===== src/design/nmea_rmc_pkg.sv =====
`timescale 1ns / 1ps
// ---------------------------------------------------------------------------
// nmea_rmc_pkg
// Shared constants, types and helper functions for the NMEA RMC checker.
// ---------------------------------------------------------------------------
package nmea_rmc_pkg;

    localparam int MAX_SENTENCE    = 82;
    localparam int FIELD_MAX       = 25;
    localparam int FRAC_DIGITS_MAX = 7;

    localparam int CNT_W  = $clog2(MAX_SENTENCE + 2);
    localparam int FPOS_W = $clog2(FIELD_MAX);
    localparam int FCNT_W = 4;   // holds FRAC_DIGITS_MAX up to 15
    localparam int ACC_W  = 24;  // widest accumulator
    localparam int MAC_W  = 28;  // acc * 10 + 9

    localparam logic [MAC_W-1:0] TIME_SAT = MAC_W'(999999);
    localparam logic [MAC_W-1:0] LAT_SAT  = MAC_W'(9000);
    localparam logic [MAC_W-1:0] LON_SAT  = MAC_W'(18000);
    localparam logic [MAC_W-1:0] FRAC_SAT = MAC_W'(9999999);

    localparam logic [7:0] CH_DOLLAR = 8'h24;
    localparam logic [7:0] CH_STAR   = 8'h2A;
    localparam logic [7:0] CH_COMMA  = 8'h2C;
    localparam logic [7:0] CH_DOT    = 8'h2E;
    localparam logic [7:0] CH_MINUS  = 8'h2D;
    localparam logic [7:0] CH_A      = 8'h41;
    localparam logic [7:0] CH_N      = 8'h4E;
    localparam logic [7:0] CH_E      = 8'h45;
    localparam logic [7:0] CH_LF     = 8'h0A;
    localparam logic [7:0] CH_CR     = 8'h0D;
    localparam logic [7:0] CH_SP     = 8'h20;
    localparam logic [7:0] CH_TAB    = 8'h09;

    typedef enum logic [1:0] {
        KIND_OTHER = 2'd0,
        KIND_RMC   = 2'd1,
        KIND_VTG   = 2'd2
    } kind_t;

    // Field codes of the RMC sentence that carry data, and FLD_SAT where the count stops
    localparam logic [4:0] FLD_TIME   = 5'd1;
    localparam logic [4:0] FLD_STATUS = 5'd2;
    localparam logic [4:0] FLD_LAT    = 5'd3;
    localparam logic [4:0] FLD_NS     = 5'd4;
    localparam logic [4:0] FLD_LON    = 5'd5;
    localparam logic [4:0] FLD_EW     = 5'd6;
    localparam logic [4:0] FLD_SAT    = 5'd31;

    typedef struct packed {
        logic         checksum_ok;
        kind_t        sentence_kind;
        logic         fix_valid;
        logic [19:0]  fix_time;
        logic [14:0]  lat_whole;
        logic [23:0]  lat_fraction;
        logic [2:0]   lat_fraction_digits;
        logic [15:0]  lon_whole;
        logic [23:0]  lon_fraction;
        logic [2:0]   lon_fraction_digits;
        logic [6:0]   sentence_length;
        logic         overrun;
    } report_t;

    // Header characters after '$' (positions 1..5)
    function automatic logic [7:0] hdr_rmc_char(input logic [2:0] pos);
        logic [7:0] ch;
        unique case (pos)
            3'd1:    ch = 8'h47;  // G
            3'd2:    ch = 8'h50;  // P
            3'd3:    ch = 8'h52;  // R
            3'd4:    ch = 8'h4D;  // M
            3'd5:    ch = 8'h43;  // C
            default: ch = 8'h00;
        endcase
        return ch;
    endfunction

    function automatic logic [7:0] hdr_vtg_char(input logic [2:0] pos);
        logic [7:0] ch;
        unique case (pos)
            3'd1:    ch = 8'h47;  // G
            3'd2:    ch = 8'h50;  // P
            3'd3:    ch = 8'h56;  // V
            3'd4:    ch = 8'h54;  // T
            3'd5:    ch = 8'h47;  // G
            default: ch = 8'h00;
        endcase
        return ch;
    endfunction

    // {bad, value}
    function automatic logic [4:0] hex_decode(input logic [7:0] c);
        logic [4:0] r;
        if (c >= 8'h30 && c <= 8'h39) begin
            r = {1'b0, 4'(c - 8'h30)};
        end else if (c >= 8'h41 && c <= 8'h46) begin
            r = {1'b0, 4'(c - 8'h37)};
        end else if (c >= 8'h61 && c <= 8'h66) begin
            r = {1'b0, 4'(c - 8'h57)};
        end else begin
            r = 5'b10000;
        end
        return r;
    endfunction

    function automatic logic is_digit(input logic [7:0] c);
        return (c >= 8'h30) && (c <= 8'h39);
    endfunction

endpackage


===== src/design/nmea_rmc_core.sv =====
`timescale 1ns / 1ps
// ---------------------------------------------------------------------------
// nmea_rmc_core
// Per-character sentence state: checksum, header match, field accumulators.
// ---------------------------------------------------------------------------
module nmea_rmc_core
    import nmea_rmc_pkg::*;
(
    input  logic       aclk,
    input  logic       aresetn,
    input  logic       step,        // consume rx_byte this cycle
    input  logic [7:0] rx_byte,
    output logic       will_report, // rx_byte closes an open sentence
    output report_t    report
);

    logic                in_sentence_reg, in_sentence_next;
    logic [CNT_W-1:0]    char_count_reg, char_count_next;
    logic [7:0]          xor_reg, xor_next;
    logic [1:0]          hdr_reg, hdr_next;
    logic [4:0]          field_reg, field_next;
    logic [1:0]          star_reg, star_next;
    logic [7:0]          given_reg, given_next;
    logic                hex_bad_reg, hex_bad_next;
    logic                point_reg, point_next;
    logic                status_a_reg, status_a_next;
    logic                north_reg, north_next;
    logic                east_reg, east_next;
    logic [19:0]         time_reg, time_next;
    logic [13:0]         lat_int_reg, lat_int_next;
    logic [23:0]         lat_frac_reg, lat_frac_next;
    logic [14:0]         lon_int_reg, lon_int_next;
    logic [23:0]         lon_frac_reg, lon_frac_next;
    logic [FCNT_W-1:0]   lat_fcnt_reg, lat_fcnt_next;
    logic [FCNT_W-1:0]   lon_fcnt_reg, lon_fcnt_next;
    logic [FPOS_W-1:0]   fpos_reg, fpos_next;
    logic                stop_reg, stop_next;

    // shared multiply-by-ten with saturation
    logic [ACC_W-1:0]    mac_acc;
    logic [MAC_W-1:0]    mac_lim;
    logic [MAC_W-1:0]    mac_raw;
    logic [MAC_W-1:0]    mac_sat;
    logic [3:0]          digit;

    logic                is_ws;
    logic                coord_lon;
    logic [FCNT_W-1:0]   fcnt_cur;
    logic [4:0]          hex;
    logic [2:0]          hdr_pos;

    // report side
    logic                ovr;
    logic                fix;
    kind_t               kind;
    logic [31:0]         len_w;

    assign digit     = rx_byte[3:0];
    assign is_ws     = (rx_byte == CH_LF) || (rx_byte == CH_CR) ||
                       (rx_byte == CH_SP) || (rx_byte == CH_TAB);
    assign coord_lon = (field_reg == FLD_LON);
    assign fcnt_cur  = coord_lon ? lon_fcnt_reg : lat_fcnt_reg;
    assign hex       = hex_decode(rx_byte);
    assign hdr_pos   = 3'(char_count_reg);

    always_comb begin
        mac_acc = '0;
        mac_lim = TIME_SAT;
        unique case (field_reg)
            FLD_LAT: begin
                mac_acc = point_reg ? lat_frac_reg : ACC_W'(lat_int_reg);
                mac_lim = point_reg ? FRAC_SAT : LAT_SAT;
            end
            FLD_LON: begin
                mac_acc = point_reg ? lon_frac_reg : ACC_W'(lon_int_reg);
                mac_lim = point_reg ? FRAC_SAT : LON_SAT;
            end
            default: begin
                mac_acc = ACC_W'(time_reg);
                mac_lim = TIME_SAT;
            end
        endcase
        mac_raw = {1'b0, mac_acc, 3'b000} + {3'b000, mac_acc, 1'b0} + MAC_W'(digit);
        mac_sat = (mac_raw > mac_lim) ? mac_lim : mac_raw;
    end

    always_comb begin
        in_sentence_next = in_sentence_reg;
        char_count_next  = char_count_reg;
        xor_next         = xor_reg;
        hdr_next         = hdr_reg;
        field_next       = field_reg;
        star_next        = star_reg;
        given_next       = given_reg;
        hex_bad_next     = hex_bad_reg;
        point_next       = point_reg;
        status_a_next    = status_a_reg;
        north_next       = north_reg;
        east_next        = east_reg;
        time_next        = time_reg;
        lat_int_next     = lat_int_reg;
        lat_frac_next    = lat_frac_reg;
        lon_int_next     = lon_int_reg;
        lon_frac_next    = lon_frac_reg;
        lat_fcnt_next    = lat_fcnt_reg;
        lon_fcnt_next    = lon_fcnt_reg;
        fpos_next        = fpos_reg;
        stop_next        = stop_reg;

        if (step) begin
            if (rx_byte == CH_DOLLAR) begin
                in_sentence_next = 1'b1;
                char_count_next  = CNT_W'(1);
                xor_next         = '0;
                hdr_next         = '0;
                field_next       = '0;
                star_next        = '0;
                given_next       = '0;
                hex_bad_next     = 1'b0;
                point_next       = 1'b0;
                status_a_next    = 1'b0;
                north_next       = 1'b0;
                east_next        = 1'b0;
                time_next        = '0;
                lat_int_next     = '0;
                lat_frac_next    = '0;
                lon_int_next     = '0;
                lon_frac_next    = '0;
                lat_fcnt_next    = '0;
                lon_fcnt_next    = '0;
                fpos_next        = '0;
                stop_next        = 1'b0;
            end else if (!is_ws && in_sentence_reg) begin
                if (char_count_reg >= CNT_W'(MAX_SENTENCE)) begin
                    char_count_next = CNT_W'(MAX_SENTENCE + 1);
                end else begin
                    char_count_next = char_count_reg + CNT_W'(1);
                    if (char_count_reg >= CNT_W'(1) && char_count_reg <= CNT_W'(5)) begin
                        if (rx_byte != hdr_rmc_char(hdr_pos)) hdr_next[0] = 1'b1;
                        if (rx_byte != hdr_vtg_char(hdr_pos)) hdr_next[1] = 1'b1;
                    end
                    if (star_reg != 2'd0) begin
                        if (star_reg == 2'd3 || hex[4]) begin
                            hex_bad_next = 1'b1;
                        end else begin
                            given_next = {given_reg[3:0], hex[3:0]};
                            star_next  = star_reg + 2'd1;
                        end
                    end else if (rx_byte == CH_STAR) begin
                        star_next = 2'd1;
                    end else begin
                        xor_next = xor_reg ^ rx_byte;
                        if (rx_byte == CH_COMMA) begin
                            if (field_reg != FLD_SAT) field_next = field_reg + 5'd1;
                            fpos_next  = '0;
                            point_next = 1'b0;
                            stop_next  = 1'b0;
                        end else if (fpos_reg < FPOS_W'(FIELD_MAX - 1)) begin
                            fpos_next = fpos_reg + FPOS_W'(1);
                            unique case (field_reg)
                                FLD_TIME: begin
                                    if (!stop_reg) begin
                                        if (is_digit(rx_byte)) time_next = mac_sat[19:0];
                                        else stop_next = 1'b1;
                                    end
                                end
                                FLD_STATUS: begin
                                    if (fpos_reg == '0) status_a_next = (rx_byte == CH_A);
                                end
                                FLD_NS: begin
                                    if (fpos_reg == '0) north_next = (rx_byte == CH_N);
                                end
                                FLD_EW: begin
                                    if (fpos_reg == '0) east_next = (rx_byte == CH_E);
                                end
                                FLD_LAT, FLD_LON: begin
                                    if (rx_byte == CH_DOT) begin
                                        if (!point_reg) begin
                                            point_next = 1'b1;
                                            stop_next  = 1'b0;
                                        end else begin
                                            stop_next = 1'b1;
                                        end
                                    end else if (rx_byte == CH_MINUS) begin
                                        // sign characters are skipped
                                    end else if (is_digit(rx_byte)) begin
                                        if (!stop_reg) begin
                                            if (!point_reg) begin
                                                if (coord_lon) lon_int_next = mac_sat[14:0];
                                                else lat_int_next = mac_sat[13:0];
                                            end else if (fcnt_cur <
                                                         FCNT_W'(FRAC_DIGITS_MAX)) begin
                                                if (coord_lon) begin
                                                    lon_frac_next = mac_sat[23:0];
                                                    lon_fcnt_next = lon_fcnt_reg + FCNT_W'(1);
                                                end else begin
                                                    lat_frac_next = mac_sat[23:0];
                                                    lat_fcnt_next = lat_fcnt_reg + FCNT_W'(1);
                                                end
                                            end
                                        end
                                    end else begin
                                        stop_next = 1'b1;
                                    end
                                end
                                default: begin
                                end
                            endcase
                        end
                    end
                end
            end
        end
    end

    always_ff @(posedge aclk) begin
        if (!aresetn) begin
            in_sentence_reg <= 1'b0;
            char_count_reg  <= '0;
            xor_reg         <= '0;
            hdr_reg         <= '0;
            field_reg       <= '0;
            star_reg        <= '0;
            given_reg       <= '0;
            hex_bad_reg     <= 1'b0;
            point_reg       <= 1'b0;
            status_a_reg    <= 1'b0;
            north_reg       <= 1'b0;
            east_reg        <= 1'b0;
            time_reg        <= '0;
            lat_int_reg     <= '0;
            lat_frac_reg    <= '0;
            lon_int_reg     <= '0;
            lon_frac_reg    <= '0;
            lat_fcnt_reg    <= '0;
            lon_fcnt_reg    <= '0;
            fpos_reg        <= '0;
            stop_reg        <= 1'b0;
        end else begin
            in_sentence_reg <= in_sentence_next;
            char_count_reg  <= char_count_next;
            xor_reg         <= xor_next;
            hdr_reg         <= hdr_next;
            field_reg       <= field_next;
            star_reg        <= star_next;
            given_reg       <= given_next;
            hex_bad_reg     <= hex_bad_next;
            point_reg       <= point_next;
            status_a_reg    <= status_a_next;
            north_reg       <= north_next;
            east_reg        <= east_next;
            time_reg        <= time_next;
            lat_int_reg     <= lat_int_next;
            lat_frac_reg    <= lat_frac_next;
            lon_int_reg     <= lon_int_next;
            lon_frac_reg    <= lon_frac_next;
            lat_fcnt_reg    <= lat_fcnt_next;
            lon_fcnt_reg    <= lon_fcnt_next;
            fpos_reg        <= fpos_next;
            stop_reg        <= stop_next;
        end
    end

    // Report for the sentence held in state (valid when a '$' arrives)
    assign will_report = in_sentence_reg && (rx_byte == CH_DOLLAR);
    assign ovr = (char_count_reg > CNT_W'(MAX_SENTENCE));
    assign len_w = ovr ? 32'(MAX_SENTENCE) : 32'(char_count_reg);

    always_comb begin
        kind = KIND_OTHER;
        if (char_count_reg >= CNT_W'(6)) begin
            if (!hdr_reg[0]) kind = KIND_RMC;
            else if (!hdr_reg[1]) kind = KIND_VTG;
        end
        fix = (kind == KIND_RMC) && status_a_reg;

        report.checksum_ok   = !ovr && (star_reg == 2'd3) && !hex_bad_reg &&
                               (given_reg == xor_reg);
        report.sentence_kind = kind;
        report.fix_valid     = fix;
        report.fix_time      = fix ? time_reg : '0;
        report.lat_whole     = !fix ? '0 :
                               north_reg ? {1'b0, lat_int_reg} : 15'(-{1'b0, lat_int_reg});
        report.lat_fraction  = fix ? lat_frac_reg : '0;
        report.lat_fraction_digits = fix ? lat_fcnt_reg[2:0] : '0;
        report.lon_whole     = !fix ? '0 :
                               east_reg ? {1'b0, lon_int_reg} : 16'(-{1'b0, lon_int_reg});
        report.lon_fraction  = fix ? lon_frac_reg : '0;
        report.lon_fraction_digits = fix ? lon_fcnt_reg[2:0] : '0;
        report.sentence_length = len_w[6:0];
        report.overrun       = ovr;
    end

endmodule


===== src/design/nmea_rmc_out_reg.sv =====
`timescale 1ns / 1ps
// ---------------------------------------------------------------------------
// nmea_rmc_out_reg
// Result register: holds one report beat until the sink takes it.
// ---------------------------------------------------------------------------
module nmea_rmc_out_reg
    import nmea_rmc_pkg::*;
(
    input  logic    aclk,
    input  logic    aresetn,
    input  logic    load,      // only asserted when free or being drained
    input  report_t load_data,
    output logic    busy,      // full and not drained this cycle
    output logic    out_valid,
    input  logic    out_ready,
    output report_t out_data
);

    logic    valid_reg, valid_next;
    report_t data_reg;

    assign busy = valid_reg && !out_ready;

    always_comb begin
        valid_next = valid_reg;
        if (load) valid_next = 1'b1;
        else if (out_ready) valid_next = 1'b0;
    end

    always_ff @(posedge aclk) begin
        if (!aresetn) begin
            valid_reg <= 1'b0;
        end else begin
            valid_reg <= valid_next;
        end
    end

    always_ff @(posedge aclk) begin
        if (load) begin
            data_reg <= load_data;
        end
    end

    assign out_valid = valid_reg;
    assign out_data  = data_reg;

endmodule


===== src/design/nmea_sentence_checker_rmc_parser.sv =====
`timescale 1ns / 1ps
// ---------------------------------------------------------------------------
// nmea_sentence_checker_rmc_parser
// NMEA 0183 checksum checker with GPRMC time / position extraction.
// ---------------------------------------------------------------------------
//
//  Channel | Dir | Beat contents                     | Per beat
//  --------+-----+-----------------------------------+------------------------
//  s_      | in  | one received character            | updates sentence state
//  m_      | out | one report per closed sentence    | issued when '$' arrives
//
//  Cycles: one character per cycle sustained unless a closing '$' stalls
//  (see Stalls). A character passes through the input register and is then
//  folded into the sentence state; a '$' that closes a sentence loads its
//  report into the result register at that same edge, which drives m_tvalid.
//  Reset: aresetn low clears the input valid, the sentence state and the
//  result valid; characters before the first '$' are discarded.
//  Stalls: only a closing '$' waits, and only while the result register
//  holds a report that m_tready does not take; other characters keep
//  flowing while a report waits.
//
module nmea_sentence_checker_rmc_parser
    import nmea_rmc_pkg::*;
(
    input  logic         aclk,
    input  logic         aresetn,

    input  logic         s_tvalid,
    output logic         s_tready,
    input  logic [7:0]   s_tdata,   // [7:0] rx_byte

    output logic         m_tvalid,
    input  logic         m_tready,
    // [0] checksum_ok, [1] fix_valid, [21:2] fix_time, [36:22] lat_whole,
    // [60:37] lat_fraction, [63:61] lat_fraction_digits, [79:64] lon_whole,
    // [103:80] lon_fraction, [106:104] lon_fraction_digits,
    // [113:107] sentence_length, [114] overrun, [119:115] zero
    output logic [119:0] m_tdata,
    output logic [1:0]   m_tuser    // [1:0] sentence_kind
);

    // input register
    logic       in_valid_reg, in_valid_next;
    logic [7:0] in_byte_reg;

    logic       will_report;
    logic       advance;     // held character may be consumed this cycle
    logic       step;
    logic       out_busy;
    report_t    core_report;
    report_t    out_report;

    // A closing '$' needs room in the result register; everything else moves.
    assign advance  = !(will_report && out_busy);
    assign step     = in_valid_reg && advance;
    assign s_tready = !in_valid_reg || advance;

    always_comb begin
        in_valid_next = in_valid_reg;
        if (s_tready) in_valid_next = s_tvalid;
    end

    always_ff @(posedge aclk) begin
        if (!aresetn) begin
            in_valid_reg <= 1'b0;
        end else begin
            in_valid_reg <= in_valid_next;
        end
    end

    always_ff @(posedge aclk) begin
        if (s_tready && s_tvalid) begin
            in_byte_reg <= s_tdata;
        end
    end

    nmea_rmc_core u_core (
        .aclk        (aclk),
        .aresetn     (aresetn),
        .step        (step),
        .rx_byte     (in_byte_reg),
        .will_report (will_report),
        .report      (core_report)
    );

    nmea_rmc_out_reg u_out (
        .aclk      (aclk),
        .aresetn   (aresetn),
        .load      (step && will_report),
        .load_data (core_report),
        .busy      (out_busy),
        .out_valid (m_tvalid),
        .out_ready (m_tready),
        .out_data  (out_report)
    );

    assign m_tdata = {5'b00000,
                      out_report.overrun,
                      out_report.sentence_length,
                      out_report.lon_fraction_digits,
                      out_report.lon_fraction,
                      out_report.lon_whole,
                      out_report.lat_fraction_digits,
                      out_report.lat_fraction,
                      out_report.lat_whole,
                      out_report.fix_time,
                      out_report.fix_valid,
                      out_report.checksum_ok};
    assign m_tuser = out_report.sentence_kind;

endmodule

===== config.mk =====
export PLATFORM = sky130hd
export DESIGN_NAME = nmea_sentence_checker_rmc_parser
export DESIGN_NICKNAME = d
export VERILOG_FILES = /design/src/design/nmea_rmc_pkg.sv /design/src/design/nmea_rmc_core.sv /design/src/design/nmea_rmc_out_reg.sv /design/src/design/nmea_sentence_checker_rmc_parser.sv
export SDC_FILE = /design/constraint.sdc
export NUM_CORES = 1
export LEC_CHECK = 0
export BUFFER_PORTS_ARGS = -buffer_cell sky130_fd_sc_hd__buf_4
export CAP_MARGIN = 15
export CELL_PAD_IN_SITES_DETAIL_PLACEMENT = 1
export CELL_PAD_IN_SITES_GLOBAL_PLACEMENT = 1
export CORE_ASPECT_RATIO = 0.7
export CORE_MARGIN = 4
export CORE_UTILIZATION = 42
export CTS_CLUSTER_SIZE = 20
export DETAILED_ROUTE_END_ITERATION = 6
export GPL_TIMING_DRIVEN = 0
export PLACE_DENSITY_LB_ADDON = 0.15
export SETUP_SLACK_MARGIN = 0.2
export SLEW_MARGIN = 25
export SYNTH_ARGS = -nofsm -noshare
export SYNTH_HDL_FRONTEND = slang
export SYNTH_SLANG_ARGS = --single-unit

===== constraint.sdc =====
create_clock -name aclk -period 8.9 [get_ports aclk]
set_input_delay 0.445 -clock aclk [delete_from_list [all_inputs] [get_ports aclk]]
set_output_delay 0.445 -clock aclk [all_outputs]
set_load 0.02 [all_outputs]

* After elaboration in Yosys (flattened, before gate mapping) *
Cells that the tools add are included.

storage, ports and cells
  register bits = 276
  bits of input ports = 12
  output and inout port bits = 124
  logic and storage cells = 409

operators by class
  add/sub/neg operators = 13
  order comparisons = 14
  equal/unequal tests = 42
  muxes and demuxes = 222
  bitwise logic cells = 2
  reductions and logical operators = 77

operators with widths
  kind                                                                    count
  24-bit 2-to-1 mux                                                       35
  15-bit 2-to-1 mux                                                       15
  14-bit 2-to-1 mux                                                       15
  20-bit 2-to-1 mux                                                       10
  8-bit 2-to-1 mux                                                        20
  4-bit 2-to-1 mux                                                        31
  24-bit one-hot mux with 2 select lines                                  2
  5-bit 2-to-1 mux                                                        17
  1-bit 2-to-1 mux                                                        58
  8-bit by 6-bit equality test with 1-bit output (second input constant)  6
  2-bit nonzero test                                                      21
  9-bit AND reduction                                                     4
  7-bit one-hot mux with 5 select lines                                   1
  15-bit AND reduction                                                    2
  5-bit AND reduction                                                     6
  27-bit by 25-bit adder with 28-bit output                               1
  28-bit by 4-bit adder with 28-bit output                                1
  28-bit by 24-bit > comparator with 1-bit output                         1
  7-bit one-hot mux with 4 select lines                                   1
  14-bit AND reduction                                                    2
  2-bit 2-to-1 mux                                                        13
  8-bit by 4-bit equality test with 1-bit output (second input constant)  3
  8-bit by 7-bit equality test with 1-bit output (second input constant)  3
  7-bit 2-to-1 mux                                                        3
  other kinds (48)                                                        99

* Longest topological paths before layout *
  word-level depth = 21
  mapped depth = 33
  mapped depth without buffers = 28

* Cells and area by module *
Synthesis repeated with hierarchy kept, for this count alone.

unflattened totals
  cells, all modules = 1473
  area, all modules = 14657.8 µm²

by module, submodules not included
  module                            instances  cells an instance  area each (µm²)  seq. area each (µm²)
  nmea_rmc_core                     1          1331               10759.1          2982.9
  nmea_rmc_out_reg                  1          120                3554.7           3533.4
  nmea_sentence_checker_rmc_parser  1          22                 344.1            260.2

* Worst setup path after synthesis *
No wires, ideal clock.

  path type = flip-flop to flip-flop
  start point = reg u_core.field_reg[0]
  end point = reg u_core.lon_frac_reg[22]
  setup time = 0.066 ns
  data arrival time = 6.521 ns
  data required time = 8.834 ns
  setup slack = 2.313 ns
  stages on the path, launching flop included = 29
  buffers on the path = 4
  clock period less this slack = 6.587 ns
  cells stage by stage = dfxtp_1 > ha_1 > nor2b_4 > and2_1 > buf_2 > clkbuf_1 > clkbuf_1 > a22oi_1 > a21oi_1 > a21o_1 > ha_1 > ha_1 > a21oi_2 > o21ai_0 > o21ai_0 > a21oi_1 > o21ai_0 > or4b_2 > o311ai_0 > ha_1 > a21oi_1 > o21ai_0 > a221oi_1 > o311ai_0 > o311ai_2 > mux2i_2 > buf_2 > or4_4 > a21boi_2

on the way
  word-level cells in the longest chain between the ends = 21
  elaborated cells on any way between the ends = 30
  those cells by class = 2 x add/sub; 2 x order compare; 2 x eq/ne; 19 x mux; 5 x reduce/logical

RTL lines
  what                                                                                                                     RTL line                                                        text
  start, declared                                                                                                          nmea_rmc_core.sv:21                                             logic [4:0] field_reg, field_next;
  start signal, assigned                                                                                                   nmea_rmc_core.sv:244                                            field_reg <= field_next;
  5-bit by 3-bit equality test with 1-bit output / 5-bit by 2-bit equality test with 1-bit output (equally long branches)  nmea_rmc_core.sv:61, nmea_rmc_core.sv:69, nmea_rmc_core.sv:160
  24-bit one-hot mux with 2 select lines                                                                                   nmea_rmc_core.sv:69                                             unique case (field_reg)
  27-bit by 25-bit adder with 28-bit output                                                                                nmea_rmc_core.sv:83                                             mac_raw = {1'b0, mac_acc, 3'b000} + {3'b000, mac_acc, 1'b0} + MAC_W'(digit);
  28-bit by 4-bit adder with 28-bit output                                                                                 nmea_rmc_core.sv:83
  28-bit by 24-bit > comparator with 1-bit output                                                                          nmea_rmc_core.sv:84                                             mac_sat = (mac_raw > mac_lim) ? mac_lim : mac_raw;
  24-bit 2-to-1 mux                                                                                                        nmea_rmc_core.sv:84
  24-bit 2-to-1 mux                                                                                                        nmea_rmc_core.sv:193                                            if (coord_lon) begin
  24-bit 2-to-1 mux                                                                                                        nmea_rmc_core.sv:191                                            end else if (fcnt_cur <
  [5 not listed]                                                                                                           -
  24-bit 2-to-1 mux                                                                                                        nmea_rmc_core.sv:160                                            unique case (field_reg)
  24-bit 2-to-1 mux                                                                                                        nmea_rmc_core.sv:158                                            end else if (fpos_reg < FPOS_W'(FIELD_MAX - 1)) begin
  24-bit 2-to-1 mux                                                                                                        nmea_rmc_core.sv:153                                            if (rx_byte == CH_COMMA) begin
  24-bit 2-to-1 mux                                                                                                        nmea_rmc_core.sv:149                                            end else if (rx_byte == CH_STAR) begin
  24-bit 2-to-1 mux                                                                                                        nmea_rmc_core.sv:142                                            if (star_reg != 2'd0) begin
  24-bit 2-to-1 mux                                                                                                        nmea_rmc_core.sv:134                                            if (char_count_reg >= CNT_W'(MAX_SENTENCE)) begin
  24-bit 2-to-1 mux                                                                                                        nmea_rmc_core.sv:133                                            end else if (!is_ws && in_sentence_reg) begin
  24-bit 2-to-1 mux                                                                                                        nmea_rmc_core.sv:111                                            if (rx_byte == CH_DOLLAR) begin
  end signal, assigned                                                                                                     nmea_rmc_core.sv:256                                            lon_frac_reg <= lon_frac_next;
  end, declared                                                                                                            nmea_rmc_core.sv:33                                             logic [23:0] lon_frac_reg, lon_frac_next;

Several ways; a longest one is shown, not always the timed one. The select of a mux whose other input is x is not followed.
A chain may end at the register's enable or synchronous reset.

* Worst setup path in the final report *
  start point = reg u_core.field_reg[1]
  end point = reg u_core.lon_int_reg[4]

on the way
  word-level cells in the longest chain between the ends = 20
  elaborated cells on any way between the ends = 26
  those cells by class = 2 x add/sub; 1 x order compare; 2 x eq/ne; 17 x mux; 4 x reduce/logical

RTL lines
  what                                                                                                                     RTL line                                                        text
  5-bit by 3-bit equality test with 1-bit output / 5-bit by 2-bit equality test with 1-bit output (equally long branches)  nmea_rmc_core.sv:61, nmea_rmc_core.sv:69, nmea_rmc_core.sv:160
  24-bit one-hot mux with 2 select lines                                                                                   nmea_rmc_core.sv:69
  27-bit by 25-bit adder with 28-bit output                                                                                nmea_rmc_core.sv:83
  28-bit by 4-bit adder with 28-bit output                                                                                 nmea_rmc_core.sv:83
  28-bit by 24-bit > comparator with 1-bit output                                                                          nmea_rmc_core.sv:84
  24-bit 2-to-1 mux                                                                                                        nmea_rmc_core.sv:84
  15-bit 2-to-1 mux                                                                                                        nmea_rmc_core.sv:189                                            if (coord_lon) lon_int_next = mac_sat[14:0];
  15-bit 2-to-1 mux                                                                                                        nmea_rmc_core.sv:188                                            if (!point_reg) begin
  [4 not listed]                                                                                                           -
  15-bit 2-to-1 mux                                                                                                        nmea_rmc_core.sv:160
  15-bit 2-to-1 mux                                                                                                        nmea_rmc_core.sv:158
  15-bit 2-to-1 mux                                                                                                        nmea_rmc_core.sv:153
  15-bit 2-to-1 mux                                                                                                        nmea_rmc_core.sv:149
  15-bit 2-to-1 mux                                                                                                        nmea_rmc_core.sv:142
  15-bit 2-to-1 mux                                                                                                        nmea_rmc_core.sv:134
  15-bit 2-to-1 mux                                                                                                        nmea_rmc_core.sv:133
  15-bit 2-to-1 mux                                                                                                        nmea_rmc_core.sv:111
  end signal, assigned                                                                                                     nmea_rmc_core.sv:255                                            lon_int_reg <= lon_int_next;
  end, declared                                                                                                            nmea_rmc_core.sv:32                                             logic [14:0] lon_int_reg, lon_int_next;

Several ways; a longest one is shown, not always the timed one. The select of a mux whose other input is x is not followed.

==> impl_metrics.csv <==
group,metric,value,unit
run_status,status,"complete, no violations",
floorplanning,num_rows,57,
setup_path,worstPathRequired,9.37,ns
pwr,leakagePower,7.165,nW
setup_path,path_common_cell,"ha_1",
global_route,overflow,0,
setup_path,path_depth,32,
placement,gp_congestion,0.9241,
sta,tns,0,ns
routing,drt-initial-drc-count,1384,
setup_path,rr_startpoint,"u_core.field_reg[1]",
setup_path,slowest_delay,0.51,ns
run,drv_cap,0,
floorplanning,dieArea,0.03889,mm^2
sta,min_period,8.275,ns
sta,hold_ws,0.02725,ns
logic_synthesis,yosys.area.top_type_share,25.00,%
floorplanning,fp.dieW,234.0,um
routing,wire_per_inst,24.91,um
finish,final_net_count,1836,
global_route,top_usage_layer,"met1",
global_route,grtUsageMet1,43.23,%
placement,io_buffers,129,
logic_synthesis,synth_area_leader_cell,"edfxtp_1",
sta,layout_setup_ws,0.6252,ns
clock_network,clk_pin_slew_worst_paths,0.06,ns
setup_path,crit_buf_inv,8,
logic_synthesis,synth_flop_cell,"dfxtp_1",
floorplanning,start_util,42.96,%
setup_path,critical-path-top-delay-family,"compound AO/OA/AOI/OAI gates",
routing,drc_errors,0,
clock_network,cts_made_buffers,30,
floorplanning,dieHeight,166.2,um
finish,largest_reg_flops,117,
global_route,grt_pass1_vias,13130,
logic_synthesis,ys_ff_latch,276,
sta,grt_setup_unrepaired,"no",
global_route,use_met3,7.150,%
logic_synthesis,synthTopCellsByArea,"edfxtp_1 (25%), dfxtp_1 (20%), ha_1 (7.3%), nand2_1 (3.8%), and3_1 (3.3%)",
setup_path,startpoint_type,"flop",
sta,relSlewSlack,26.88,%
global_route,antenna_found_initial,0,
logic_synthesis,synthArstFlopShare,0,%
logic_synthesis,yosysUniqueCellTypes,92,
clock_network,cts.sinks,276,
setup_path,critPathCaptureType,"flop",
pwr,ir_drop,0.0001667,V
setup_path,reg2reg_depth,32,
setup_path,cp_data_arrival_time,8.74,ns
clock_network,cts_root_buffer,"clkbuf_16",
global_route,grt_max_degree,60,
logic_synthesis,syn_area_per_cell,9.588,um^2
logic_synthesis,synth-edff-count,125,
clock_network,clock_latency,0.60,ns
floorplanning,pin_count,136,
placement,dp.cells,2173,
min_path,min_to,"in_byte_reg[1]",
setup_path,crit_type,"reg2reg",
logic_synthesis,seq_area_frac_synth,45.13,%
sta,slew_viol_final,0,
sta,worstMarginPinSlew,1.089,ns
finish,area_growth_syn_to_layout,17.98,%
clock_network,holdBufCountCts,0,
sta,period_share,92.98,%
finish,layout_commonest_cell,"nand2_1",
global_route,grt_pass1_wl,82920,um
clock_network,tritoncts,"done",
global_route,grt.total_usage,27.84,%
sta,final_hold_viol_count,0,
routing,finalWirelength,55540,um
sta,fmaxAchievable,120.8,MHz
placement,hpwl,43260,um
finish,diodes,0,
sta,clock_skew,0.02266,ns
logic_synthesis,yosys_warnings,0,
global_route,use_met2,39.33,%
min_path,holdCritStartpoint,"s_tdata[1]",
setup_path,cp_max_fo,10,
setup_path,r2r_end,"u_core.lon_int_reg[4]",
sta,finalSetupViolCount,0,
floorplanning,core_area,0.03495,mm^2
routing,avgViaCountPerCell,6.017,
placement,preCtsSetupSlack,0.03379,ns
pwr,p_per_area,153.2,mW/mm^2
finish,final_cell_mix,"nand2_1 (152), dfxtp_1 (151), buf_4 (136), nor2_1 (128), edfxtp_1 (125)",
min_path,whs_path_depth,1,
logic_synthesis,syn_area,0.01501,mm^2
routing,drtPass1Iterations,5,
logic_synthesis,synth_cells,1566,
clock_network,clockBufferDepth,3,
setup_path,critPathSlowestCell,"or4_1",
routing,antenna_left,0,
setup_path,reg2reg_slack,0.63,ns
finish,layout-drive-gt1-share,14.90,%
finish,fin_cells,2230,
min_path,hold_path_class,"in2reg",
clock_network,htree_levels,1,
routing,via_count,13420,
## metrics by stage
step                area (um^2)  utilization [%]  total power, mW
finish                    17710            50.69            2.713
global route              17710            50.69            2.789
CTS                       17690            50.61            2.724
detailed placement        16650            47.63            1.418
global placement          16590            47.47            1.417
floorplan                 15030                -            1.390
## Yosys cell counts (all sizes together) (25+ instances only)
master and number:
o21ai 49, nor2 132, nand3 36, a31oi 30
buf 40, xnor2 44, nor2b 25, a21o 33
ha 88, inv 60, clkbuf 68, a21oi 76
edfxtp 125, and3 79, nor3 33, a21boi 27
nand2 152, dfxtp 151
## what timing repair did
item,CTS,global route
pin swaps,0,1
setup buffers,0,1
endpoints found under the setup margin,86,97
resized for setup,1,14
## final cells by class
| type | count | area (um^2) |
|---|---|---|
| fillers | 3993 | 17230 |
| multi-input cells | 1124 | 7543 |
| flip-flops and latches | 276 | 6777 |
| repair buffers | 132 | 1023 |
| clock buffers | 42 | 865.8 |
| well taps | 472 | 590.6 |
| plain buffers | 108 | 508.0 |
| inverters | 62 | 232.7 |
| clock inverters | 14 | 173.9 |
## report_power, final
part	switching, mW	total [mW]	internal [mW]
clock	0.553	1.32	0.767
combinational	0.0477	0.0687	0.0211
sequential	0.00663	1.32	1.32
## per-layer routing
| metal | vias up | wire length, um |
|---|---|---|
| met4 | 0 | 746 |
| met3 | 54 | 5135 |
| met1 | 6705 | 26920 |
| li1 | 6116 | - |
| met5 | - | 0 |
| met2 | 542 | 22740 |
## cell families after synthesis
group           after synthesis  synth area share, %
compound gates              391                18.75
buf+inv                     170                4.883
mux                          12               0.8750
fa+ha+maj                    90                7.600
other cells                   1              0.02498
simple gates                559                18.82
xor+xnor                     67                3.908
flops                       276                45.13
## worst max-delay path by stage
stage	startpoint	to
global placement	u_core.field_reg[0]	u_core.lon_int_reg[4]
global route	u_core.field_reg[0]	u_core.lon_int_reg[4]
floorplan	u_core.field_reg[0]	u_core.lon_frac_reg[22]
finish	u_core.field_reg[1]	u_core.lon_int_reg[4]
CTS	u_core.field_reg[0]	u_core.lon_int_reg[4]
detailed placement	u_core.field_reg[0]	u_core.time_reg[0]
Note: power is estimated with default switching activity, not from simulation.
